--- src/rtl/dtq_pkg.sv ---
// shared constants for the deadline timer queue
`timescale 1ns / 1ps

package dtq_pkg;

    localparam int DEPTH  = 16;
    localparam int IDX_W  = $clog2(DEPTH);
    localparam int CNT_W  = $clog2(DEPTH + 1);
    localparam int TIME_W = 32;
    localparam int OP_W   = 2;
    localparam int DLY_W  = 16;
    localparam int OUT_CNT_W = 5;

    localparam logic [OP_W-1:0] OP_TICK  = 2'd0;
    localparam logic [OP_W-1:0] OP_SET   = 2'd1;
    localparam logic [OP_W-1:0] OP_CLEAR = 2'd2;

endpackage

--- src/rtl/deadline_timer_queue.sv ---
// deadline timer queue top level: time counter, deadline ram and scan control
// after the input transfer the op runs in exec, the ram is scanned, and done registers the result
// a new item is taken only in idle, after the scan through the deadline ram and the result are done
// the scan reads one entry a cycle and updates valid bits, counts and the minimum
// reset: synchronous active low; time, valid bits and output valid cleared
// the deadline ram is not cleared; every entry is read, but only entries marked valid count
`timescale 1ns / 1ps

module deadline_timer_queue (
    input  logic                            i_clk,
    input  logic                            i_rst_n,
    input  logic                            i_in_valid,
    output logic                            o_in_stall,
    input  logic [dtq_pkg::OP_W-1:0]        i_operation,
    input  logic [dtq_pkg::DLY_W-1:0]       i_delay,
    output logic                            o_out_valid,
    input  logic                            i_out_stall,
    output logic                            o_accepted,
    output logic [dtq_pkg::OUT_CNT_W-1:0]   o_fired_count,
    output logic [dtq_pkg::OUT_CNT_W-1:0]   o_pending_count,
    output logic [dtq_pkg::DLY_W-1:0]       o_next_remaining
);

    import dtq_pkg::*;

    typedef enum logic [1:0] {
        ST_IDLE,
        ST_EXEC,
        ST_SCAN,
        ST_DONE
    } t_state;

    t_state              r_state, n_state;
    logic [OP_W-1:0]     r_op, n_op;
    logic [DLY_W-1:0]    r_delay, n_delay;
    logic [TIME_W-1:0]   r_time, n_time;
    logic [DEPTH-1:0]    r_valid, n_valid;
    logic [IDX_W-1:0]    r_free_idx, n_free_idx;
    logic                r_has_free, n_has_free;
    logic                r_free_found, n_free_found;
    logic [IDX_W-1:0]    r_idx, n_idx;
    logic                r_issue_on, n_issue_on;
    logic [IDX_W-1:0]    r_rd_idx, n_rd_idx;
    logic                r_rd_vld, n_rd_vld;
    logic                r_acc, n_acc;
    logic [CNT_W-1:0]    r_fired, n_fired;
    logic [CNT_W-1:0]    r_pending, n_pending;
    logic                r_found, n_found;
    logic [TIME_W-1:0]   r_best, n_best;
    logic                r_out_valid, n_out_valid;
    logic                r_out_acc, n_out_acc;
    logic [OUT_CNT_W-1:0] r_out_fired, n_out_fired;
    logic [OUT_CNT_W-1:0] r_out_pending, n_out_pending;
    logic [DLY_W-1:0]    r_out_rem, n_out_rem;

    logic                wr_en;
    logic [TIME_W-1:0]   wr_data;
    logic [TIME_W-1:0]   rd_data;
    logic [TIME_W-1:0]   diff;
    logic                due;
    logic                ent_valid;
    logic                fire;
    logic                keep;
    logic [DLY_W-1:0]    rem;

    dtq_ram #(
        .WIDTH (TIME_W),
        .DEPTH (DEPTH)
    ) u_ram (
        .i_clk     (i_clk),
        .i_wr_en   (wr_en),
        .i_wr_addr (r_free_idx),
        .i_wr_data (wr_data),
        .i_rd_en   (r_issue_on),
        .i_rd_addr (r_idx),
        .o_rd_data (rd_data)
    );

    assign wr_en   = (r_state == ST_EXEC) && (r_op == OP_SET) && r_has_free;
    assign wr_data = r_time + {{(TIME_W-DLY_W){1'b0}}, r_delay};

    assign diff      = rd_data - r_time;
    assign due       = (diff == '0) || diff[TIME_W-1];
    assign ent_valid = r_valid[r_rd_idx];
    assign fire      = ent_valid && (r_op == OP_TICK) && due;
    assign keep      = ent_valid && !fire;

    always_comb begin
        if (!r_found || r_best[TIME_W-1]) begin
            rem = '0;
        end else if (|r_best[TIME_W-2:DLY_W]) begin
            rem = '1;
        end else begin
            rem = r_best[DLY_W-1:0];
        end
    end

    always_comb begin
        n_state       = r_state;
        n_op          = r_op;
        n_delay       = r_delay;
        n_time        = r_time;
        n_valid       = r_valid;
        n_free_idx    = r_free_idx;
        n_has_free    = r_has_free;
        n_free_found  = r_free_found;
        n_idx         = r_idx;
        n_issue_on    = r_issue_on;
        n_rd_idx      = r_rd_idx;
        n_rd_vld      = 1'b0;
        n_acc         = r_acc;
        n_fired       = r_fired;
        n_pending     = r_pending;
        n_found       = r_found;
        n_best        = r_best;
        n_out_valid   = r_out_valid && i_out_stall;
        n_out_acc     = r_out_acc;
        n_out_fired   = r_out_fired;
        n_out_pending = r_out_pending;
        n_out_rem     = r_out_rem;

        case (r_state)
            ST_IDLE: begin
                if (i_in_valid) begin
                    n_op    = i_operation;
                    n_delay = i_delay;
                    n_state = ST_EXEC;
                end
            end
            ST_EXEC: begin
                n_acc = 1'b0;
                case (r_op)
                    OP_TICK: begin
                        n_time = r_time + 1'b1;
                    end
                    OP_SET: begin
                        if (r_has_free) begin
                            n_valid[r_free_idx] = 1'b1;
                            n_acc = 1'b1;
                        end
                    end
                    OP_CLEAR: begin
                        n_valid = '0;
                    end
                    default: begin
                    end
                endcase
                n_idx        = '0;
                n_issue_on   = 1'b1;
                n_fired      = '0;
                n_pending    = '0;
                n_found      = 1'b0;
                n_free_found = 1'b0;
                n_state      = ST_SCAN;
            end
            ST_SCAN: begin
                if (r_issue_on) begin
                    n_rd_idx = r_idx;
                    n_rd_vld = 1'b1;
                    if (r_idx == IDX_W'(DEPTH - 1)) begin
                        n_issue_on = 1'b0;
                    end else begin
                        n_idx = r_idx + 1'b1;
                    end
                end
                if (r_rd_vld) begin
                    if (fire) begin
                        n_valid[r_rd_idx] = 1'b0;
                        n_fired = r_fired + 1'b1;
                    end
                    if (keep) begin
                        n_pending = r_pending + 1'b1;
                        if (!r_found || ($signed(diff) < $signed(r_best))) begin
                            n_found = 1'b1;
                            n_best  = diff;
                        end
                    end else if (!r_free_found) begin
                        n_free_found = 1'b1;
                        n_free_idx   = r_rd_idx;
                    end
                    if (r_rd_idx == IDX_W'(DEPTH - 1)) begin
                        n_has_free = n_free_found;
                        n_state    = ST_DONE;
                    end
                end
            end
            ST_DONE: begin
                if (!r_out_valid || !i_out_stall) begin
                    n_out_valid   = 1'b1;
                    n_out_acc     = r_acc;
                    n_out_fired   = OUT_CNT_W'(r_fired);
                    n_out_pending = OUT_CNT_W'(r_pending);
                    n_out_rem     = rem;
                    n_state       = ST_IDLE;
                end
            end
            default: begin
                n_state = ST_IDLE;
            end
        endcase
    end

    always_ff @(posedge i_clk) begin
        if (!i_rst_n) begin
            r_state      <= ST_IDLE;
            r_time       <= '0;
            r_valid      <= '0;
            r_free_idx   <= '0;
            r_has_free   <= 1'b1;
            r_free_found <= 1'b0;
            r_idx        <= '0;
            r_issue_on   <= 1'b0;
            r_rd_idx     <= '0;
            r_rd_vld     <= 1'b0;
            r_out_valid  <= 1'b0;
        end else begin
            r_state      <= n_state;
            r_time       <= n_time;
            r_valid      <= n_valid;
            r_free_idx   <= n_free_idx;
            r_has_free   <= n_has_free;
            r_free_found <= n_free_found;
            r_idx        <= n_idx;
            r_issue_on   <= n_issue_on;
            r_rd_idx     <= n_rd_idx;
            r_rd_vld     <= n_rd_vld;
            r_out_valid  <= n_out_valid;
        end
        r_op          <= n_op;
        r_delay       <= n_delay;
        r_acc         <= n_acc;
        r_fired       <= n_fired;
        r_pending     <= n_pending;
        r_found       <= n_found;
        r_best        <= n_best;
        r_out_acc     <= n_out_acc;
        r_out_fired   <= n_out_fired;
        r_out_pending <= n_out_pending;
        r_out_rem     <= n_out_rem;
    end

    assign o_in_stall       = (r_state != ST_IDLE);
    assign o_out_valid      = r_out_valid;
    assign o_accepted       = r_out_acc;
    assign o_fired_count    = r_out_fired;
    assign o_pending_count  = r_out_pending;
    assign o_next_remaining = r_out_rem;

endmodule

--- src/rtl/dtq_ram.sv ---
// generic single-write, single-read ram with registered read data
`timescale 1ns / 1ps

module dtq_ram #(
    parameter int WIDTH = 32,
    parameter int DEPTH = 16
) (
    input  logic                     i_clk,
    input  logic                     i_wr_en,
    input  logic [$clog2(DEPTH)-1:0] i_wr_addr,
    input  logic [WIDTH-1:0]         i_wr_data,
    input  logic                     i_rd_en,
    input  logic [$clog2(DEPTH)-1:0] i_rd_addr,
    output logic [WIDTH-1:0]         o_rd_data
);

    logic [WIDTH-1:0] r_mem [DEPTH];
    logic [WIDTH-1:0] r_rd_data;

    always_ff @(posedge i_clk) begin
        if (i_wr_en) begin
            r_mem[i_wr_addr] <= i_wr_data;
        end
        if (i_rd_en) begin
            r_rd_data <= r_mem[i_rd_addr];
        end
    end

    assign o_rd_data = r_rd_data;

endmodule

--- config.mk ---
export PLATFORM = sky130hd
export DESIGN_NAME = deadline_timer_queue
export DESIGN_NICKNAME = d
export VERILOG_FILES = /design/src/rtl/dtq_pkg.sv /design/src/rtl/deadline_timer_queue.sv /design/src/rtl/dtq_ram.sv
export SDC_FILE = /design/constraint.sdc
export NUM_CORES = 1
export LEC_CHECK = 0
export ABC_AREA = 0
export BUFFER_PORTS_ARGS = -buffer_cell sky130_fd_sc_hd__clkbuf_2
export CORE_AREA = 2 2 238 240
export DETAILED_ROUTE_END_ITERATION = 8
export DIE_AREA = 0 0 240 242
export PLACE_DENSITY = 0.82
export SYNTH_ARGS = -nofsm -noshare
export SYNTH_HDL_FRONTEND = slang
export SYNTH_SLANG_ARGS = --single-unit
--- constraint.sdc ---
create_clock -name i_clk -period 13.9 [get_ports i_clk]
set_input_delay 2.78 -clock i_clk [delete_from_list [all_inputs] [get_ports i_clk]]
set_output_delay 2.78 -clock i_clk [all_outputs]
set_load 0.02 [all_outputs]
==> qor.csv, run 1 <==
stage,metric,value,unit
yosys,synthMuxAreaShare,12.6,%
run,cap_viol_max_count,0,
drt,dr_total_vias,17279,
cells_and_area,nFillCells,3942,
drt,dr.pass1.iters,5,
yosys,synth_top_area_share,62.7,%
place,dpl_worst_slack,7920,ps
place,gp_routability_congestion,0.908,
drt,drtIter0Drc,1727,
timing,final-max-slew-violation-count,0,
yosys,synth_fa_ha_area_share,3.68,%
cells_and_area,drive_gt1_share,19.3,%
clock_tree,cts_hold_buffers,0,
clock_tree,root_buffer,clkbuf_16,
yosys,netlist_area,30300,um^2
timing,rsz0062_at_grt,no,
pwr,pwr-share-comb,16.1,%
critical_path,crit_type,flop to flop,
global_routing,grt-busiest-layer,met2,
clock_tree,clkTransAtPathRegs,60,ps
critical_path,startpoint,r_time[9],
drt,drc,0,
drt,drt_wl_total,71300,um
drt,wl_per_cell,25.8,um
global_routing,grt_pass1_wl,108000,um
die,die_area,58100,um^2
hold_path,worstHoldStart,r_fired[4],
clock_tree,h-tree-depth,3,
timing,finalHoldViolations,0,
timing,min_period,6020,ps
critical_path,regToRegStartpoint,r_time[9],
pwr,power.static_leakage,11.1,nW
timing,setup_tns,0,ps
global_routing,grt-ovfl-total,0,
die,row_count,87,
yosys,syn_avg_cell_area,16.1,um^2
clock_tree,cts_setup_buffers,0,
cells_and_area,area_delta_synth_final,11.3,%
global_routing,use_met2,41.2,%
place,place_inst,2639,
yosys,synth_top_cells_by_area,"edfxtp_1, mux4_2, dfxtp_1, ha_1, xnor2_1",
timing,setup_violations,0,
critical_path,end_kind,flop,
clock_tree,post_cts_resize_count,0,
pwr,p_sw_share,25.8,%
yosys,async_reset_ff_share,0,%
yosys,ys_seq_area_share,67.2,%
global_routing,use_met1,33.4,%
yosys,synth.largest_area_cell,edfxtp_1,
yosys,synth_commonest_cells,"edfxtp_1, mux4_2, nor2_1, ha_1, inv_1",
drt,routed_via_density,6.26,
yosys,yosysMostFrequentCell,edfxtp_1,
global_routing,antenna_found_initial,0,
die,die_w,240,um
hold_path,min_to,o_fired_count[4],
timing,finalClockSkew,22.6,ps
timing,tightest_slew,1360,ps
clock_tree,numCtsBuffers,69,
cells_and_area,final_area,33700,um^2
critical_path,crit_fanout,17,
critical_path,r2r_cells,20,
critical_path,worstPathArrival,6300,ps
hold_path,hold-path-cell-count,0,
outcome,status,completed,
drt,drt.antenna.violating_nets,0,
global_routing,grt_max_degree,75,
yosys,synth_nets,1989,
timing,relSlewSlack,8.57,%
clock_tree,numClockSinks,700,
yosys,synth_seq_cells,700,
hold_path,hp-class,flop to flop,
timing,timing.final.ws_setup,7880,ps
cells_and_area,num_antenna_cells,0,
yosys,synth-compound-area-share,5.17,%
yosys,synth_xor_area_share,2.40,%
cells_and_area,stdcell_count,2761,
place,port-buffer-count,50,
place,detailed_place_hpwl,40600,um
die,start_util,54.4,%
die,die_height,242,um
die,pin_count,51,
timing,fmax,166,MHz
yosys,synth_top_family_by_area,multiplexers,
place,placed_area,31500,um^2
timing,fin_crit_sh,43.3,%
clock_tree,cts_buffer_depth,3,
global_routing,met3_usage,3.78,%
critical_path,r2r_end,r_best[24],
yosys,synth_edf_count,633,
die,core,55700,um^2
pwr,power_density,153,nW/um^2
yosys,synth_flop_cell,edfxtp_1,
critical_path,required,14170,ps
global_routing,grt_usage,25.0,%
clock_tree,cts_tree,done,
pwr,seq_power_share,48.7,%
critical_path,crit_path_start_kind,flop,
pwr,power.switching,1.33,mW
yosys,synth_cell_type_count,72,
yosys,ys_warn_count,0,
yosys,synthCells,1879,
pwr,pwr-share-clk,35.2,%
clock_tree,insertion_delay,600,ps
global_routing,grt_pass1_vias,17580,
pwr,internal_power,3.82,mW
pwr,ir_drop,0.0849,mV
cells_and_area,nets,2065,
critical_path,rrSetupSlack,7880,ps
yosys,synth_simple_gate_area_share,6.96,%
## metrics by stage
stage / hold slack [ps] / power (mW) / utilization, %
after floorplan: 400 / 3.12 / -
after global placement: 458 / 3.33 / 56.6
after detailed placement: 456 / 3.36 / 56.6
after CTS: 471 / 5.16 / 60.4
after global routing: 475 / 5.33 / 60.5
final: 468 / 5.14 / 60.5
## area by class of cell
type	instances	area, um^2	share of cell area, %
well taps	756	946	2.81
clock buffers	99	1910	5.67
multi-input cells	1020	9470	28.1
flip-flops and latches	700	20400	60.4
repair buffers	76	445	1.32
inverters	88	330	0.980
clock inverters	22	251	0.746
## critical path, stage by stage, from the launching register on
cell,delay (ps)
dfxtp_1,410
inv_1,80
ha_1,460
and3_1,240
nand4_1,190
a211oi_1,480
o2111ai_1,280
nand3_1,150
or3b_2,460
mux2_2,250
o211ai_1,240
ha_1,400
nand4_1,110
nor2_1,110
a21oi_1,90
o31ai_1,80
nand2_1,90
or3_1,310
a31o_2,250
nor2_2,610
buf_4,380
## cells by family (layout without fill, tap and decap cells)
| family | count (synthesis) | after routing |
|---|---|---|
| AND/OR/NAND/NOR | 434 | 434 |
| flip-flops | 700 | 700 |
| buffers and inverters | 159 | 285 |
| AO/OA/AOI/OAI | 240 | 240 |
| multiplexers | 175 | 175 |
| XOR/XNOR | 83 | 83 |
| adder cells (fa/ha/maj) | 88 | 88 |
## cells in the final DEF (no fill, tap or decap), types with 10 or more instances in the layout
master / n
a211oi_1: 12
a21o_1: 17
a21oi_1: 74
a31oi_1: 25
and2_1: 19
and3_1: 22
buf_4: 26
clkbuf_1: 24
clkbuf_16: 70
clkbuf_2: 50
dfxtp_1: 62
edfxtp_1: 633
ha_1: 86
inv_1: 86
mux4_2: 165
nand2_1: 81
nand3_1: 38
nand4_1: 15
nor2_1: 133
nor2_4: 12
nor2b_1: 21
nor3_1: 19
nor3b_1: 10
nor4_1: 10
o21ai_0: 33
or2_2: 18
or3_1: 12
xnor2_1: 65
xor2_1: 16
## registers in the layout, summed over array words and instances (netlist names), 2 cells and up
name and flops:
o_fired_count 5, r_idx 4, r_rd_idx 4, r_fired 5, r_pending 5, u_ram.r_mem 512
r_op 2, r_best 32, o_pending_count 5, o_next_remaining 16, u_ram.o_rd_data 32, r_time 32
r_valid 16, r_state 2, r_delay 16, r_free_idx 4
## worst max-delay path by stage
stage / to / slack [ps] / cells after the start
floorplan: r_best[0] / 7990 / 19
global placement: r_best[11] / 8030 / 20
detailed placement: r_best[11] / 7920 / 20
CTS: r_best[24] / 7860 / 20
global route: r_best[15] / 7360 / 20
finish: r_best[24] / 7880 / 20
## routing by layer
| layer | routed length, um | vias up |
|---|---|---|
| met4 | 2630 | 0 |
| met3 | 5520 | 146 |
| li1 | - | 7485 |
| met1 | 27600 | 8789 |
| met2 | 35600 | 859 |
| met5 | 0 | - |
## power by group through the flow
stage | Combinational (mW) | Clock (mW) | Sequential (mW)
floorplan | 0.612 | 0 | 2.51
global placement | 0.784 | 0 | 2.54
detailed placement | 0.813 | 0 | 2.55
CTS | 0.823 | 1.83 | 2.51
global route | 0.907 | 1.91 | 2.51
finish | 0.828 | 1.81 | 2.51
Note: power is estimated with default switching activity, not from simulation.
==> run 2: changes to the inputs <==
--- a/config.mk
+++ b/config.mk
@@ -5,12 +5,12 @@
 export SDC_FILE = /design/constraint.sdc
 export NUM_CORES = 1
 export LEC_CHECK = 0
-export ABC_AREA = 0
+export ABC_AREA = 1
 export BUFFER_PORTS_ARGS = -buffer_cell sky130_fd_sc_hd__clkbuf_2
-export CORE_AREA = 2 2 238 240
+export CORE_AREA = 2 2 244 246
 export DETAILED_ROUTE_END_ITERATION = 8
-export DIE_AREA = 0 0 240 242
-export PLACE_DENSITY = 0.82
+export DIE_AREA = 0 0 246 248
+export PLACE_DENSITY = 0.84
 export SYNTH_ARGS = -nofsm -noshare
 export SYNTH_HDL_FRONTEND = slang
 export SYNTH_SLANG_ARGS = --single-unit
==> constraint.sdc (replaced) <==
create_clock -name i_clk -period 5 [get_ports i_clk]
set_input_delay 1 -clock i_clk [delete_from_list [all_inputs] [get_ports i_clk]]
set_output_delay 1 -clock i_clk [all_outputs]
set_load 0.02 [all_outputs]
==> qor.csv, run 2 <==
stage,metric,value,unit
place,port-buffer-count,50,
clock_tree,cts_hold_buffers,0,
yosys,netlist_area,31900,um^2
clock_tree,root_buffer,clkbuf_16,
yosys,synthCells,3001,
drt,drtIter0Drc,2955,
yosys,synth_edf_count,633,
global_routing,grt_pass1_wl,122000,um
die,row_count,89,
cells_and_area,top_register,u_ram.r_mem,
timing,rsz0062_at_grt,no,
timing,fin_crit_sh,84.7,%
yosys,synth.largest_area_cell,edfxtp_1,
critical_path,crit_type,flop to flop,
drt,wl_per_cell,20.6,um
cells_and_area,drive_gt1_share,8.53,%
clock_tree,numCtsBuffers,70,
pwr,power,16.4,mW
drt,drt.antenna.violating_nets,0,
critical_path,crit_path_start_kind,flop,
die,die_area,61000,um^2
timing,setup_tns,0,ps
yosys,syn_avg_cell_area,10.6,um^2
clock_tree,numClockSinks,700,
timing,min_period,4230,ps
drt,drt_wl_total,79600,um
place,gp_routability_congestion,0.987,
timing,relSlewSlack,5.97,%
timing,setup_violations,0,
clock_tree,insertion_delay,630,ps
clock_tree,cts_tree,done,
timing,timing.final.ws_setup,767,ps
yosys,synth_top_area_share,59.7,%
clock_tree,cts_buffer_depth,3,
yosys,synth_cell_type_count,51,
clock_tree,post_cts_resize_count,0,
drt,routed_via_density,6.01,
yosys,async_reset_ff_share,0,%
timing,final-max-slew-violation-count,0,
global_routing,antenna_found_initial,4,
die,pin_count,51,
yosys,synth_flop_cell,edfxtp_1,
timing,fmax,236,MHz
yosys,synth_commonest_cells,"edfxtp_1, nand2_1, nor2_1, inv_1, o21ai_0",
cells_and_area,nets,3154,
cells_and_area,area_delta_synth_final,11.0,%
place,dpl_worst_slack,859,ps
timing,whs,447,ps
clock_tree,cts_setup_buffers,0,
yosys,yosysMostFrequentCell,edfxtp_1,
die,die_w,246,um
timing,tightest_slew,1400,ps
cells_and_area,fin_util,60.5,%
yosys,synth_nets,3111,
pwr,ir_drop,0.331,mV
die,die_height,248,um
cells_and_area,nFillCells,4407,
global_routing,grt_usage,26.2,%
critical_path,end_kind,flop,
timing,finalClockSkew,21.2,ps
global_routing,grt-ovfl-total,0,
die,core,58500,um^2
hold_path,hp-class,flop to flop,
critical_path,crit_fanout,32,
cells_and_area,num_antenna_cells,0,
die,start_util,54.5,%
yosys,ys_seq_area_share,63.9,%
yosys,synth_top_cells_by_area,"edfxtp_1, nand2_1, o21ai_0, nor2_1, dfxtp_1",
cells_and_area,final_cell_mix,"edfxtp_1, nand2_1, nor2_1",
drt,drc,0,
yosys,ys_warn_count,0,
yosys,synth_seq_cells,700,
critical_path,required,5270,ps
place,detailed_place_hpwl,48900,um
drt,dr_total_vias,23231,
global_routing,grt_max_degree,231,
timing,finalHoldViolations,0,
critical_path,worstPathArrival,4510,ps
cells_and_area,final_common_cell,edfxtp_1,
pwr,power_density,465,nW/um^2
outcome,status,completed,
drt,dr.pass1.iters,8,
run,cap_viol_max_count,0,
pwr,power.static_leakage,13.1,nW
cells_and_area,largest_reg_flops,512,
clock_tree,clkTransAtPathRegs,60,ps
global_routing,grt_pass1_vias,22275,
clock_tree,h-tree-depth,3,
## run 2: final cells by class
cell class / instances / area, um^2 / share of cell area [%]
sequential: 700 / 20400 / 57.6
timing repair buffer: 96 / 621 / 1.76
clock inverter: 43 / 424 / 1.20
multi-input combinational: 1850 / 9930 / 28.1
tap: 773 / 967 / 2.74
clock buffer: 80 / 1810 / 5.12
inverter: 326 / 1230 / 3.48
## run 2: worst max-delay path, stage by stage, from the launching register on
cell     delay, ps
dfxtp_1        360
ha_1           240
fa_1           410
inv_1          190
nand2_1        100
nand3_2        150
nand2_1         90
nand2_1        160
nand2_1         90
nand2_1         70
nand2_1         50
nand2_1         80
inv_1           70
ha_1           280
nand2_1         50
inv_1           90
nand3_1         90
nor3_1         200
and3_1         190
nand3_1         70
nand2_1         60
inv_1           50
nand2_1         60
nand2_1        100
a31oi_4        160
buf_4          390
## run 2: final timing paths
kind	from	to	slack (ps)	depth (start not counted)
worst max-delay path	r_time[0]	r_best[1]	770	25
worst min-delay path	r_acc	o_accepted	450	0
worst max register to register	r_time[0]	r_best[1]	770	25
worst min register to register	r_acc	o_accepted	450	0
## run 2: kinds of logic (layout without fill, tap and decap cells)
logic type	Yosys count	count (layout)	share of synthesized area [%]
flops	700	700	63.9
xor+xnor	45	45	1.24
compound gates	623	623	11.7
fa+ha+maj	88	88	3.50
buf+inv	451	545	5.39
simple gates	1094	1094	14.3
## run 2: metal layers
layer / vias up / track usage, % / wire, um
met5: - / 0 / 41
met3: 265 / 4.49 / 8100
met4: 6 / 13.8 / 3930
met2: 1395 / 43.3 / 38000
met1: 10951 / 33.1 / 29500
li1: 10614 / - / -
## run 2: report_power, final
| part | switching [mW] | internal (mW) |
|---|---|---|
| combinational | 2.87 | 1.23 |
| sequential | 0.230 | 6.92 |
| clock | 2.23 | 2.94 |
| total | 5.33 | 11.1 |
## run 2: per-stage QoR
stage / instance area [um^2] / cells
final: 35300 / 3868
after global routing: 35300 / 3868
after CTS: 35300 / 3868
after detailed placement: 33100 / 3745
after global placement: 33100 / 3745
after floorplan: 31900 / 3001
